==> config.mk <==
export PLATFORM = sky130hd
export DESIGN_NAME = opr_frames
export DESIGN_NICKNAME = d
export VERILOG_FILES = /design/src/sv/opr_pkg.sv /design/src/sv/opr_frames.sv
export SDC_FILE = /design/constraint.sdc
export NUM_CORES = 1
export LEC_CHECK = 0
export BUFFER_PORTS_ARGS = -buffer_cell sky130_fd_sc_hd__buf_2
export CORE_MARGIN = 4
export CORE_UTILIZATION = 45
export CTS_CLUSTER_SIZE = 25
export DETAILED_ROUTE_END_ITERATION = 10
export SKIP_LAST_GASP = 1
export SYNTH_ARGS = -nofsm -noshare
export SYNTH_HDL_FRONTEND = slang
export SYNTH_SLANG_ARGS = --single-unit
export TNS_END_PERCENT = 5
==> constraint.sdc <==
create_clock -name clk -period 6.6 [get_ports clk]
set_input_delay 1.98 -clock clk [delete_from_list [all_inputs] [get_ports clk]]
set_output_delay 1.98 -clock clk [all_outputs]
set_load 0.1 [all_outputs]
==> src/sv/opr_pkg.sv <==
package opr_pkg;

  // Fixed field widths
  localparam int FAULT_W = 11;
  localparam int CFG_W   = 5;

  // Defaults for the top level parameters
  localparam int MAX_REFS_DEF   = 1024;
  localparam int MAX_FRAMES_DEF = 16;
  localparam int PAGE_BITS_DEF  = 10;

  // Frame count after reset
  localparam logic [CFG_W-1:0] FRAME_COUNT_RST = 5'd3;

  // Sequencer states
  typedef enum logic [2:0] {
    S_LOAD,
    S_FETCH,
    S_CHECK,
    S_SCAN,
    S_DONE
  } state_t;

  // Sequencer to frame bank
  typedef struct packed {
    logic fill;       // write page into the next empty frame
    logic evict;      // overwrite the chosen victim frame
    logic scan_init;  // arm the not-yet-seen mask for a look-ahead scan
    logic scan_cmp;   // read data of the scan is valid this cycle
  } frame_ctrl_t;

  // Frame bank to sequencer
  typedef struct packed {
    logic hit;        // page is held in a filled frame
    logic one_left;   // exactly one frame still without a later use
  } frame_status_t;

endpackage

==> src/sv/opr_frames.sv <==
module opr_frames #(
  parameter int MAX_FRAMES = opr_pkg::MAX_FRAMES_DEF,
  parameter int PAGE_BITS  = opr_pkg::PAGE_BITS_DEF,
  parameter int FCNT_W     = $clog2(MAX_FRAMES + 1)
) (
  input  logic                  clk,
  input  opr_pkg::frame_ctrl_t  ctrl,
  input  logic [FCNT_W-1:0]     nf,
  input  logic [FCNT_W-1:0]     filled,
  input  logic [PAGE_BITS-1:0]  rd_page,
  input  logic [PAGE_BITS-1:0]  wr_page,
  output opr_pkg::frame_status_t status
);

  localparam int FIDX_W = (MAX_FRAMES > 1) ? $clog2(MAX_FRAMES) : 1;

  logic [PAGE_BITS-1:0]  page_r [MAX_FRAMES];
  logic [MAX_FRAMES-1:0] unseen_r;
  logic [MAX_FRAMES-1:0] unseen_nxt;
  logic [MAX_FRAMES-1:0] match;
  logic [MAX_FRAMES-1:0] active;
  logic [FIDX_W-1:0]     victim;
  logic                  hit;

  // Per-frame comparators: hit check and look-ahead match
  always_comb begin
    hit = 1'b0;
    for (int j = 0; j < MAX_FRAMES; j++) begin
      active[j] = FCNT_W'(j) < nf;
      match[j]  = ctrl.scan_cmp && unseen_r[j] && (page_r[j] == rd_page);
      if ((FCNT_W'(j) < filled) && (page_r[j] == rd_page)) begin
        hit = 1'b1;
      end
    end
    unseen_nxt = unseen_r & ~match;
  end

  // Lowest frame still without a later use
  always_comb begin
    victim = '0;
    for (int j = MAX_FRAMES - 1; j >= 0; j--) begin
      if (unseen_nxt[j]) begin
        victim = FIDX_W'(j);
      end
    end
  end

  always_comb begin
    status.hit      = hit;
    status.one_left = (unseen_nxt != '0) &&
                      ((unseen_nxt & (unseen_nxt - 1'b1)) == '0);
  end

  // Frame contents and scan mask
  always_ff @(posedge clk) begin
    if (ctrl.scan_init) begin
      unseen_r <= active;
    end else begin
      unseen_r <= unseen_nxt;
    end
    if (ctrl.fill) begin
      page_r[filled[FIDX_W-1:0]] <= wr_page;
    end
    if (ctrl.evict) begin
      page_r[victim] <= wr_page;
    end
  end

endmodule

==> results of run 1 <==
-- stage by stage --
stage               cells  setup TNS [ps]  utilization [%]  power [W]
floorplan             650            -331                -    0.00143
CTS                  1011               0             56.2    0.00254
detailed placement    975            -183             52.2    0.00154
global placement      975            -162             52.2    0.00153
finish               1022           -18.6             57.6    0.00254
global route         1022            -102             57.6    0.00263
-- cells by family after synthesis --
kind of cell               count (synthesis)  synth area share, %
DFF                                      176                 60.7
buffers and inverters                     54                 4.16
AOI/OAI and AO/OA                        108                 9.10
xor gates and xnor gates                 160                 16.6
adders and majority gates                  1                0.119
and+or+nand+nor                          151                 9.33
-- timing repair --
action / 4_1_cts / 5_1_grt
setup endpoints to repair: 1 / 1
pin swaps: 18 / 20
setup buffers: 6 / 11
gates resized for setup: 30 / 34
-- cell type report --
class | instances | area [um2] | area share, %
Clock buffer | 17 | 425 | 4.06
Sequential cell | 176 | 5120 | 48.9
Multi-Input combinational cell | 420 | 3220 | 30.7
Clock inverter | 14 | 155 | 1.48
Timing Repair Buffer | 148 | 1210 | 11.5
Tap cell | 229 | 287 | 2.73
Inverter | 18 | 67.6 | 0.644
-- how the worst max path moves through the flow --
stage	endpoint	slack [ps]	cells past startpoint
CTS	status[0]	0.09	12
finish	status[0]	-20	10
global placement	status[0]	-160	10
floorplan	status[0]	-330	11
global route	status[0]	-100	12
detailed placement	status[0]	-180	12
-- where the power goes --
group          internal, W  total [W]  switching, W
combinational     0.000114   0.000280      0.000166
sequential         0.00124    0.00126     0.0000150
clock             0.000563    0.00100      0.000439
-- layout by cell type, fill, tap and decap left out, types with 3 or more instances in the layout --
cell type / n
o21ai_0: 22
nand2_1: 28
inv_1: 18
edfxtp_1: 160
nand4_1: 13
nand3_1: 20
o31ai_1: 3
nor4_1: 9
xnor2_2: 5
a22oi_1: 4
o22ai_1: 8
xor2_1: 98
a21oi_1: 9
dfxtp_1: 16
nor3_1: 9
o41ai_1: 3
nand2b_1: 4
xnor2_1: 55
and3_1: 8
nor2_1: 26
buf_12: 8
a211oi_1: 3
a41oi_1: 3
o21ai_1: 7
buf_6: 7
clkbuf_16: 17
inv_6: 4
nor4_2: 14
o32ai_1: 4
a31oi_1: 12
buf_2: 25
buf_4: 104
-- layer usage --
metal / up-vias / track usage (%) / routed length, um
met1: 2899 / 31.2 / 10200
met2: 246 / 38.6 / 12000
met5: - / 0 / 0
li1: 2668 / - / -
met3: 44 / 4.30 / 1700
met4: 0 / 9.36 / 655
-- flip-flops by register name (all words and copies together) (netlist names) --
signal and cells:
page_r 160, unseen_r 16
-- worst register-to-register path: stages (launching register included) --
cell and delay, ps:
edfxtp_1 390, xor2_1 170, nor4_2 300, buf_4 180, nand3_1 150, a221oi_4 390
buf_4 200, o211ai_1 100, and3_4 210, or4_4 520, a31oi_1 240, buf_4 220
==> run metrics, run 1 <==
area leader, netlist edfxtp_1; Clock Sinks 176; FF-to-FF Start page_r[7][9]; failing checks negative setup slack; #FFs+latches synth 176; Initial Util 46.4%; Yosys warning total 0; category of the critical setup timing path primary input to output port; synth top area cells edfxtp_1 (57%), xor2_1 (10%), xnor2_1 (6.2%); final worst-path setup slack -18.6 ps; GPL Wtd Cong 1.05; GRT overflow 0; DR vias 5,857; post-synthesis area per instance 13.0 um2; DP Area 9500 um2; # fillers 1,504; final cell area excluding filler cells 10,500 um2; CTS clock-pin slew for the worst setup and hold paths 60 ps; htree depth 4; initial antenna violation count 1; CTS Buf Count 17; P_leak 3.76 nW; Worst slew margin 54.2%; crit-path max FO 8; Final Hold Viols 0; Skew-Pair Late Insertion Delay 440 ps; Final #Nets 816; pin count of the biggest net entering global routing 18; first-pass GRT wire length 36,700 um; Mapped Nets 685; R2R Setup Slk 3250 ps; Final period util 100%; Slew @ Worst Pin 682 ps; WL final 24,500 um; CP delay by family, top simple AND/OR/NAND/NOR gates; post-synth top area share 56.9%; Final Setup Violations 1; vias in the first global route 5,941; Final ANT Viol Nets 0; CP max stage delay 490 ps; initial drt markers 578; Crit. End Element output port; peak supply drop 0.000190 V; die area 21,000 um2; R2R cell count 11; clk root buf clkbuf_16; WP data arrival 4640 ps; DIE WIDTH 145 um; drt pass-1 iters 5; Longest Clk Path Bufs 2; area grow syn2layout 24.2%; crit-path cells buf_4 > buf_6 > xnor2_1 > nand4_1 > o41a_1 > or3_4 > o31ai_4 > a2bb2oi_2 > nor4_4 > buf_12; r2r endpoint page_r[1][1]; sequential share of the synthesized area 60.7%; antenna cells 0; Hold WS 563 ps; Mapped Cells 650; DRC viols 0; Post-synth top flop edfxtp_1; min cycle time layout 6620 ps; Min-Delay Path Depth 2; core area 18,200 um2; drt wl/cell 24.0 um; dpl ws -183 ps; number of synthesized flops with an enable pin 160; P per Cell Area 242 nW/um2; Post-synth ARST share 0%; Top Ports 37; hold path start unseen_r[13]; status complete, but fails checks; post-cts hold buffer count 0; Buffers on Ports 36; Total GRT Usage 23.5%; Critical Path RT 4620 ps; Die Height 145 um; Startpoint Class primary input; maximum clock rate 0.151 GHz; Hold Path Class register to register; worst hold endpoint unseen_r[13]; Worst Setup SP rd_page[9]; Final HPWL DP 17,000 um; Post-Route Skew 10.6 ps; share of layout cells above drive strength 1 28.2%; vias per cell 5.73; RSZ-0062 raised after global routing true; max-cap violation count 0; FP Rows 49; Synth top cells by count edfxtp_1 (160), xor2_1 (100), xnor2_1 (60), nor2_1 (29), nand2_1 (28); final slew viol count 0; most frequent cell after synthesis edfxtp_1; Post-Syn Area 8440 um2; CP max stage cell o41a_1; Buffers & Inverters on Critical Path 3; Synth cell types 60; CTS tree built
Note: power is estimated with default switching activity, not from simulation.
==> inputs of run 2 (changes only) <==
- CELL_PAD_IN_SITES_DETAIL_PLACEMENT: not set -> 1
- CELL_PAD_IN_SITES_GLOBAL_PLACEMENT: not set -> 2
- CORE_UTILIZATION: 45 -> 44
- PLACE_DENSITY_LB_ADDON: not set -> 0.1
==> run 2 against run 1 <==
Highest routed layer unchanged; critical path type unchanged; die area grew 2.1%; setup slack gained 49 ps; the flow now finishes without violations; power grew 0.25%; maximum frequency grew 0.75%; via count grew 1.3%; clock skew grew 1.8 ps; wire length grew 8.5%; utilization shrank 1.4 points; sequential share of layout area shrank 0.25 points; flip-flop and latch count is the same.
==> run metrics, run 2 (synthesized netlist as in run 1, its figures left out) <==
status completed; FP Rows 50 (+2.0%); Multi-input gate area 3240 um2 (+0.70%); Psw 0.000655 W (+5.7%); Final period util 99.5% (-0.75 points); Longest Clk Path Bufs 2 (unchanged); hold path start unseen_r[13]; DRC viols 0 (unchanged); first-pass GRT wire length 39,700 um (+8.1%); DIE WIDTH 147 um (+1.1%); leading cell types in the layout, fill and taps excluded edfxtp_1 (160), buf_4 (111), xor2_1 (97), xnor2_1 (60), nand2_1 (28); share of layout cells above drive strength 1 29.1% (+0.84 points); clk root buf clkbuf_16; Critical Path RT 4620 ps (about the same); drt wl/cell 25.7 um (+7.1%); crit-path max FO 6 (-2); GRT overflow 0 (unchanged); Final Hold Viols 0 (unchanged); Final ANT Viol Nets 0 (unchanged); Largest regs page_r (160), unseen_r (16); DR vias 5,932 (+1.3%); Comb power frac 11.2% (+0.2 points); P per Cell Area 242 nW/um2 (-0.26%); CTS tree built; Hold WS 544 ps (-19.2 ps); fin cells 1,035 (+1.3%); Slew @ Worst Pin 563 ps (-119 ps); category of the critical setup timing path primary input to output port; GPL Wtd Cong 0.932 (-11%); sequential share of power 49.5% (about the same); Post-Route Skew 12.4 ps (+1.80 ps); initial drt markers 488 (-16%); antenna cells 0 (unchanged); worst hold endpoint unseen_r[13]; # fillers 1,878 (+25%); initial antenna violation count 0 (-1); Startpoint Class primary input; Initial Util 45.0% (-1.4 points); die area 21,500 um2 (+2.1%); WP data arrival 4590 ps (-50 ps); Skew-Pair Late Insertion Delay 430 ps (about the same); R2R Setup Slk 3040 ps (-210 ps); most flop-heavy register page_r; R2R cell count 12 (+1); Final #Nets 823 (+0.86%); Worst slew margin 62.2% (+8.0 points); number of flip-flops in the largest register 160 (unchanged); Hold Path Class register to register; r2r endpoint page_r[1][7]; Clock power frac 39.4% (about the same); Int Pwr 0.00189 W (-1.5%); final slew viol count 0 (unchanged); min cycle time layout 6570 ps (-49.4 ps); vias in the first global route 6,284 (+5.8%); Final Setup Violations 0 (-1); CTS Buf Count 17 (unchanged); sw frac 25.7% (+1.3 points); Clock Sinks 176 (unchanged); Die Height 147 um (+1.1%); FF-to-FF Start page_r[7][5]; pin count of the biggest net entering global routing 18 (unchanged); WL final 26,600 um (+8.5%); DP Cell Count 988 (+1.3%); RSZ-0062 raised after global routing true; max-cap violation count 0 (unchanged); Min-Delay Path Depth 2 (unchanged); Final HPWL DP 19,800 um (+16%); peak supply drop 0.000178 V (-6.1%); Top Ports 37 (unchanged); Total GRT Usage 25.1% (+1.5 points); htree depth 4 (unchanged); commonest non-fill, non-tap cell in the layout edfxtp_1; Sequential Area 5120 um2 (unchanged); drt pass-1 iters 5 (unchanged); area grow syn2layout 24.9%; core area 18,800 um2 (+3.1%); Buffers on Ports 36 (unchanged); post-cts hold buffer count 0 (unchanged); maximum clock rate 0.152 GHz (+0.75%); P_leak 3.79 nW (+0.55%); Crit. End Element output port; vias per cell 5.73 (about the same); CTS clock-pin slew for the worst setup and hold paths 70 ps (about the same)
[run 2: changes by cell type in the layout (fill, tap and decap cells not counted), sizes merged]
cell / delta
buf: +8
bufinv: -1
clkinvlp: +1
[run 2: power groups by stage]
| stage | Clock (W) | Combinational, W | Sequential [W] |
|---|---|---|---|
| 2_1_floorplan | 0 | 0.000147 | 0.00128 |
| 3_3_place_gp | 0 | 0.000257 | 0.00128 |
| 3_5_place_dp | 0 | 0.000260 | 0.00128 |
| 4_1_cts | 0.00101 | 0.000271 | 0.00126 |
| 5_1_grt | 0.00108 | 0.000303 | 0.00126 |
| 6_report | 0.00100 | 0.000284 | 0.00126 |
[run 2: how the worst max path moves through the flow]
stage                     startpoint         to  slack (ps)
after detailed placement  rd_page[0]  status[0]        -450
after floorplan           rd_page[0]  status[0]        -330
after global routing      rd_page[9]  status[0]         -70
after CTS                 rd_page[6]  status[0]         -20
final                     rd_page[5]  status[0]          30
after global placement    rd_page[0]  status[0]        -360
[run 2: final cells by class]
cell class	instances	area share, %
clock buffer	18	4.07
clock inverter	14	1.47
inverter	18	0.641
multi-input combinational	420	30.8
sequential	176	48.6
tap	234	2.78
timing repair buffer	155	11.7
[run 2: worst max-delay path, cell delays in order]
cell and delay (ps):
buf_12 120, buf_6 120, xor2_2 130, nor4_2 280, nand4_1 260, a221o_1 440, nand4bb_4 330, o31ai_4 240
a2bb2oi_2 100, nor4_4 350, buf_12 220
[run 2: what timing repair did]
action	CTS	global route
gates resized for setup	36	35
buffers inserted	10	5
setup endpoints to repair	1	1
pin swaps	18	23
[run 2: layer usage]
metal  wire length, um  track usage [%]  vias up
li1                  -                -     2676
met1             12300             35.2     3089
met2             13100             41.7      147
met5                 0                0        -
met3               967             3.79       20
met4               268             5.03        0
[run 2: through the flow]
step,power (W),setup TNS [ps],cell area [um2],util [%],worst slack (ps)
4_1_cts,0.00254,-24.8,10300,55.1,-24.8
3_3_place_gp,0.00154,-364,9530,50.8,-364
2_1_floorplan,0.00143,-331,8520,-,-331
6_report,0.00255,0,10500,56.2,30.8
5_1_grt,0.00264,-66.4,10500,56.2,-66.4
3_5_place_dp,0.00154,-449,9530,50.8,-449
==> inputs of run 3 (changes only) <==
- CORE_MARGIN: 4 -> 5
==> run 3 against run 2 <==
Sequential share of layout area is 0.47 points higher; clock power hardly changed; wire length is 2.5% higher; flip-flop and latch count stayed put; utilization is 0.72 points lower; sequential power hardly changed; non-clock buffer count is 18 lower; first-iteration DRC count is 2.5% lower; cell area is 0.96% lower; power hardly changed; worst hold slack better by 87 ps; critical endpoint unchanged; largest power group unchanged; highest routed layer is now met5.
==> run metrics, run 3 (synthesized netlist as in run 1, its figures left out) <==
WL final 27,300 um (+2.5%); commonest non-fill, non-tap cell in the layout edfxtp_1; share of layout cells above drive strength 1 27.6% (-1.5 points); Worst slew margin 41.1% (-21 points); htree depth 4 (unchanged); Final period util 99.5% (about the same); Final HPWL DP 20,100 um (+1.6%); Total GRT Usage 25.2% (+0.12 points); die area 22,100 um2 (+2.7%); leading cell types in the layout, fill and taps excluded edfxtp_1 (160), xor2_1 (100), buf_4 (91), xnor2_1 (57), nand2_1 (28); most flop-heavy register page_r; crit-path max FO 7 (+1); Longest Clk Path Bufs 2 (unchanged); vias per cell 5.64 (-1.6%); initial drt markers 476 (-2.5%); Final Hold Viols 0 (unchanged); Initial Util 44.8% (-0.15 points); antenna cells 0 (unchanged); max-cap violation count 0 (unchanged); R2R Setup Slk 3070 ps (+30 ps); CP max stage delay 350 ps (-90 ps); initial antenna violation count 1 (+1); Buffers & Inverters on Critical Path 4 (+1); DP Area 9470 um2 (-0.56%); Clock Sinks 176 (unchanged); first-pass GRT wire length 39,900 um (+0.50%); CP max stage cell nor4_2; Comb power frac 11.0% (-0.2 points); Post-Route Skew 12.3 ps (-0.131 ps); clk root buf clkbuf_16; Final ANT Viol Nets 0 (unchanged); category of the critical setup timing path primary input to output port; FP Rows 50 (unchanged); sw frac 26.9% (+1.2 points); core area 18,800 um2 (+0.33%); Psw 0.000686 W (+4.7%); Startpoint Class primary input; Buffers on Ports 36 (unchanged); Largest regs page_r (160), unseen_r (16); Critical Path RT 4620 ps (about the same); P_leak 3.70 nW (-2.3%); DIE WIDTH 149 um (+1.4%); r2r endpoint page_r[5][4]; final slew viol count 0 (unchanged); Final Setup Violations 0 (unchanged); vias in the first global route 6,087 (-3.1%); CP most frequent cell buf_4; DRC viols 0 (unchanged); min cycle time layout 6570 ps (-4.02 ps); CTS tree built; CTS Buf Count 17 (unchanged); crit-path cells clkbuf_4 > xor2_1 > nor4_2 > nand3_1 > buf_4 > o21ai_0 > buf_4 > o21bai_1 > a211oi_2 > o221ai_2 > nor4_4 > buf_12; sequential share of power 49.5% (about the same); Slew @ Worst Pin 884 ps (+321 ps); Crit. End Element output port; WP data arrival 4590 ps (about the same); peak supply drop 0.000258 V (+45%); post-cts hold buffer count 0 (unchanged); # fillers 1,851 (-1.4%); Top Ports 37 (unchanged); CTS clock-pin slew for the worst setup and hold paths 80 ps (about the same); Int Pwr 0.00186 W (-1.7%); Hold Path Class register to register; P per Cell Area 244 nW/um2 (+0.89%); status completed; number of flip-flops in the largest register 160 (unchanged); Die Height 149 um (+1.4%); GRT overflow 0 (unchanged); Final #Nets 805 (-2.2%); drt pass-1 iters 4 (-1); Crit path depth 12 (+1); Min-Delay Path Depth 3 (+1); final cell area excluding filler cells 10,400 um2 (-0.96%); pin count of the biggest net entering global routing 20 (+2); Util after Layout 55.5% (-0.72 points); drt wl/cell 26.2 um (+1.7%); Clock power frac 39.5% (about the same); maximum clock rate 0.152 GHz (about the same); Skew-Pair Late Insertion Delay 440 ps (about the same); worst hold endpoint unseen_r[3]; FF-to-FF Start page_r[11][9]; CP delay by family, top compound AO/OA/AOI/OAI gates; GPL Wtd Cong 0.924 (-0.87%); DR vias 5,880 (-0.88%); area grow syn2layout 23.7%; hold path start unseen_r[3]; R2R cell count 11 (-1)
-- run 3: cell types whose count changed in the layout (fill, tap and decap cells not counted), sizes merged --
cell	before	now
buf	155	136
bufinv	1	0
clkinv	5	7
-- run 3: per-layer routing --
metal,share of wire [%],track usage [%],vias to the layer above,wire [um]
li1,-,-,2659,-
met4,2.3,7.53,2,623
met2,48,40.8,164,13000
met1,45,34.6,3020,12300
met3,5.1,4.81,35,1380
met5,0.048,0,-,13
-- run 3: power by group through the flow --
stage	Clock, W	Combinational (W)	Sequential (W)
3_5_place_dp	0	0.000258	0.00128
2_1_floorplan	0	0.000147	0.00128
3_3_place_gp	0	0.000256	0.00128
6_report	0.00100	0.000280	0.00126
5_1_grt	0.00107	0.000297	0.00126
4_1_cts	0.00102	0.000266	0.00126
-- run 3: worst max-delay path by stage --
| stage | from | endpoint | slack, ps |
|---|---|---|---|
| finish | rd_page[0] | status[0] | 30 |
| detailed placement | rd_page[9] | status[0] | -240 |
| CTS | rd_page[8] | status[0] | 8 |
| global route | rd_page[9] | status[0] | -10 |
| global placement | rd_page[9] | status[0] | -160 |
| floorplan | rd_page[0] | status[0] | -330 |
-- run 3: cell type report --
type,instances,area [um2],share of cell area (%)
multi-input cells,420,3240,31.0
repair buffers,137,1090,10.4
well taps,260,325,3.12
flip-flops and latches,176,5120,49.1
clock inverters,15,171,1.64
clock buffers,17,425,4.07
inverters,18,67.6,0.647
-- run 3: metrics by stage --
step	setup WS (ps)	hold slack (ps)	std cells	setup TNS (ps)	power, W
after detailed placement	-244	586	1000	-244	0.00154
after global routing	-10.8	641	1043	-10.8	0.00263
after CTS	8.01	613	1035	0	0.00254
after floorplan	-331	481	650	-331	0.00143
after global placement	-163	580	1000	-163	0.00154
final	34.8	631	1043	0	0.00254
-- run 3: repair_timing --
| action | in CTS | in global routing |
|---|---|---|
| buffers inserted | 3 | 8 |
| pin swaps | 10 | 23 |
| gates cloned | 0 | 0 |
| endpoints found under the setup margin | 1 | 1 |
| resized for setup | 21 | 46 |
-- run 3: worst register-to-register path, cell delays in order (launching register included) --
cell      delay [ps]
edfxtp_1         460
xnor2_4          150
nand4_1          220
o41a_1           500
buf_4            160
buf_4            140
nor2_1           230
o211ai_1         140
and3_4           210
or4_4            520
o22ai_1          230
buf_4            260
